## src/rtl/edd_ram.sv

```systemverilog
// -----------------------------------------------------------------------------
// Error diffusion dither - simple dual-port RAM
// One write and one registered read per cycle; a read of the address being
// written returns the new data.
// -----------------------------------------------------------------------------
`timescale 1ns / 1ps
`default_nettype none

module edd_ram #(
   parameter int WIDTH = 8,
   parameter int DEPTH = 256
) (
   input  wire logic                     clock,
   input  wire logic                     wr_en,
   input  wire logic [$clog2(DEPTH)-1:0] wr_addr,
   input  wire logic [WIDTH-1:0]         wr_data,
   input  wire logic                     rd_en,
   input  wire logic [$clog2(DEPTH)-1:0] rd_addr,
   output logic      [WIDTH-1:0]         rd_data
);

   logic [WIDTH-1:0] mem_ff [DEPTH];
   logic [WIDTH-1:0] rd_data_ff;

   always_ff @(posedge clock) begin
      if (wr_en) begin
         mem_ff[wr_addr] <= wr_data;
      end
   end

   // hold the last read when no read is issued
   always_ff @(posedge clock) begin
      if (rd_en) begin
         if (wr_en && (wr_addr == rd_addr)) begin
            rd_data_ff <= wr_data;
         end else begin
            rd_data_ff <= mem_ff[rd_addr];
         end
      end
   end

   assign rd_data = rd_data_ff;

endmodule

`default_nettype wire

```

## config.mk

```make
export PLATFORM = sky130hd
export DESIGN_NAME = edd_ram
export DESIGN_NICKNAME = d
export VERILOG_FILES = /design/src/rtl/edd_ram.sv
export SDC_FILE = /design/constraint.sdc
export NUM_CORES = 2
export LEC_CHECK = 0
export CORE_MARGIN = 5
export CORE_UTILIZATION = 42
export DETAILED_ROUTE_END_ITERATION = 8
export DONT_BUFFER_PORTS = 1
export PLACE_DENSITY_LB_ADDON = 0.1
export SETUP_SLACK_MARGIN = 0.15
export SYNTH_ARGS = -nofsm -noshare
export SYNTH_HDL_FRONTEND = slang
export SYNTH_SLANG_ARGS = --single-unit
export TNS_END_PERCENT = 50
```

## constraint.sdc

```tcl
create_clock -name clock -period 2.75 [get_ports clock]
set_input_delay 0.4125 -clock clock [delete_from_list [all_inputs] [get_ports clock]]
set_output_delay 0.4125 -clock clock [all_outputs]
set_load 0.005 [all_outputs]
```

==> metrics.txt <==
Die X=446 um; hold slack=-310 ps; GRT Total Usage=0.217; Hold Crit Class=primary input to register; cts bufs inserted=214; Post-DP HPWL=122000 um; critical path class=primary input to register; Rows=160; Yosys top cell area share=0.773; clock root buffer=clkbuf_16; area leader, netlist=edfxtp_1; final setup TNS=0 ps; reg2reg path depth=7; CP Max Fanout=339; CTS Buffer Depth=3; status=finished with violations; Synth cell types=47; vias in the first global route=41.5k; Final Cycle Share=0.944; Initial Util=0.421; Die Area=0.199 mm2; Seq/Total Area, Yosys=0.773; number of synthesized flops with an enable pin=2056; grt ovf=0; final hold vios=399; slowest stage cell, crit path=mux4_2; failing checks=hold timing, capacitance limit, slew limit; Top-Level Pins=35; CTS H-Tree Depth=4; Vias/cell=5.70; I/O Buffers=0; total power=65.8 mW; most used cell along the critical path=mux4_2; layout cells sized above 1=0.272; antenna violations before repair=4; Mean Syn Cell Area=19.9 um2; Critical Path Sink Type=register; Max Fclk=385 MHz; Peak VDD IR=0.458 mV; CTS tree=yes; Nets=4619; Final Slew Violations=2; Pleak=30.8 nW; Cells after Synth=4007; largest net degree at the start of global routing=693; Worst Tran Pin Value=1620 ps; worst min-delay path startpoint=wr_data[7]; worst reg-to-reg setup slack=170 ps; max-cap violations=2; ys async rst share=0; critical path cell sequence=mux4_2 > mux4_2 > nand2_1 > nand3_2 > or3b_4 > nand4_1 > mux2i_1; YS warnings=0; Cell Area, Synth=0.0798 mm2; Period minus WS final=2600 ps; r2r endpoint=rd_data[6]; die height=446 um; core footprint=0.190 mm2; DRC=0; crit start category=primary input; commonest cells in the netlist=edfxtp_1, mux4_2, mux2i_1; routability cong.=0.815; CTS clk-pin slew, worst paths=60 ps; most common cell in the netlist=edfxtp_1; Clk Latency, worst-skew pair=840 ps; clk_skew=24.8 ps; WP data arrival=3190 ps; Bufs and invs on worst path=0; synth top area cells=edfxtp_1, mux4_2, mux2i_1; Critical Path Max Stage Delay=700 ps; DR vias=41.5k; final setup violation count=0; cell area power density=697 mW/mm2; Area growth syn-to-layout=18.1%; top_reg_cell synth=edfxtp_1; Slew headroom=-0.0924; first-pass GRT wire length=309000 um; length of the first detailed-routing pass in iterations=5; initial DRC count=3986; post-route ant nets=0; Final Routed Wirelength=228000 um; CP top delay family=multiplexers; Hold EP=mem_ff[116][7]; Sink Count=2056; syn_nets=4034; Critical Path RT=3340 ps; Hold Path Stages=0; wire per inst=31.2 um; RSZ-0062 raised after global routing=yes; synthesis-stage register bit count=2056; RR Startpoint=mem_ff[143][6]
-- layout by cell type (no fill, tap or decap), drive strengths merged, types with 2 or more instances in the layout --
cell	synthesis	layout
inv	4	13
or4	8	8
nor2b	30	30
clkinv	3	99
a2111oi	7	7
xor2	7	7
a22oi	98	98
mux2i	315	315
a31o	7	7
a21oi	71	71
o22ai	65	65
o221ai	39	39
nand4	26	26
nand2	79	79
bufinv	0	18
clkbuf	126	278
clkinvlp	0	7
a221oi	59	59
or3	7	7
nand2b	6	6
buf	124	587
a22o	4	4
a41oi	7	7
edfxtp	2056	2056
diode	0	6
mux4	350	350
nor3	40	40
or2	2	2
nor2	295	295
dlygate4sd3	0	17
o21ai	62	62
o31ai	11	11
a211oi	43	43
and2	4	4
nand3	39	39
-- layer usage --
layer / global-route usage / up-vias / wire length [um]
met5: 0 / - / 17
met3: 0.0424 / 296 / 15500
li1: - / 17800 / -
met4: 0.0588 / 2 / 6670
met2: 0.340 / 1270 / 107000
met1: 0.314 / 22200 / 98700
-- cell type report --
cell class | instances | area [um2]
Multi-Input combinational cell | 1694 | 17000
Fill cell | 15500 | 95300
Timing Repair Buffer | 619 | 5580
Clock inverter | 130 | 1210
Tap cell | 2511 | 3140
Antenna cell | 6 | 15.0
Sequential cell | 2056 | 61700
Inverter | 7 | 26.3
Clock buffer | 263 | 5560
-- cells by family (layout without fill, tap and decap cells) --
logic type,after synthesis,in the layout,synth area share
DFF,2056,2056,0.773
and+or+nand+nor,541,541,0.0297
other,0,6,0
buffers and inverters,257,1019,0.0159
AOI/OAI and AO/OA,480,480,0.0419
xor gates and xnor gates,8,8,0.000878
muxes,665,665,0.138
-- through the flow --
| stage | cells | setup WS (ps) | hold WS, ps | util | area, um2 |
|---|---|---|---|---|---|
| floorplan | 4007 | 121 | 511 | - | 80000 |
| global placement | 6812 | -956 | 533 | 0.455 | 86200 |
| detailed placement | 6812 | -841 | 532 | 0.455 | 86200 |
| CTS | 7219 | 118 | -363 | 0.491 | 93100 |
| global route | 7281 | 97.7 | -376 | 0.497 | 94300 |
| finish | 7286 | 153 | -310 | 0.497 | 94300 |
-- repair_timing --
item	CTS	global route
endpoints found under the setup margin	3	8
gates cloned	0	17
resized for setup	6	15
endpoints found under the hold margin	2069	1611
pin swaps	0	1
setup buffers	0	26
hold buffers	14	12
-- state kept, by name, summed over array words and instances (netlist names) --
| signal | cells |
|---|---|
| mem_ff | 2048 |
| rd_data | 8 |
-- worst max-delay path by stage --
stage | from | endpoint | slack, ps | cells past startpoint
finish | rd_addr[1] | rd_data[6] | 150 | 7
CTS | mem_ff[244][5] | rd_data[5] | 120 | 6
global placement | rd_addr[0] | rd_data[4] | -960 | 7
detailed placement | rd_addr[0] | rd_data[4] | -840 | 7
global route | mem_ff[143][6] | rd_data[6] | 100 | 7
floorplan | rd_addr[0] | rd_data[3] | 120 | 8
-- power by group --
group / total (mW) / switching, mW / leakage [nW] / internal, mW
sequential: 34.6 / 0.0440 / 18.5 / 34.6
clock: 28.1 / 12.0 / 3.30 / 16.0
combinational: 3.07 / 1.79 / 9.06 / 1.28
Note: power is estimated with default switching activity, not from simulation.
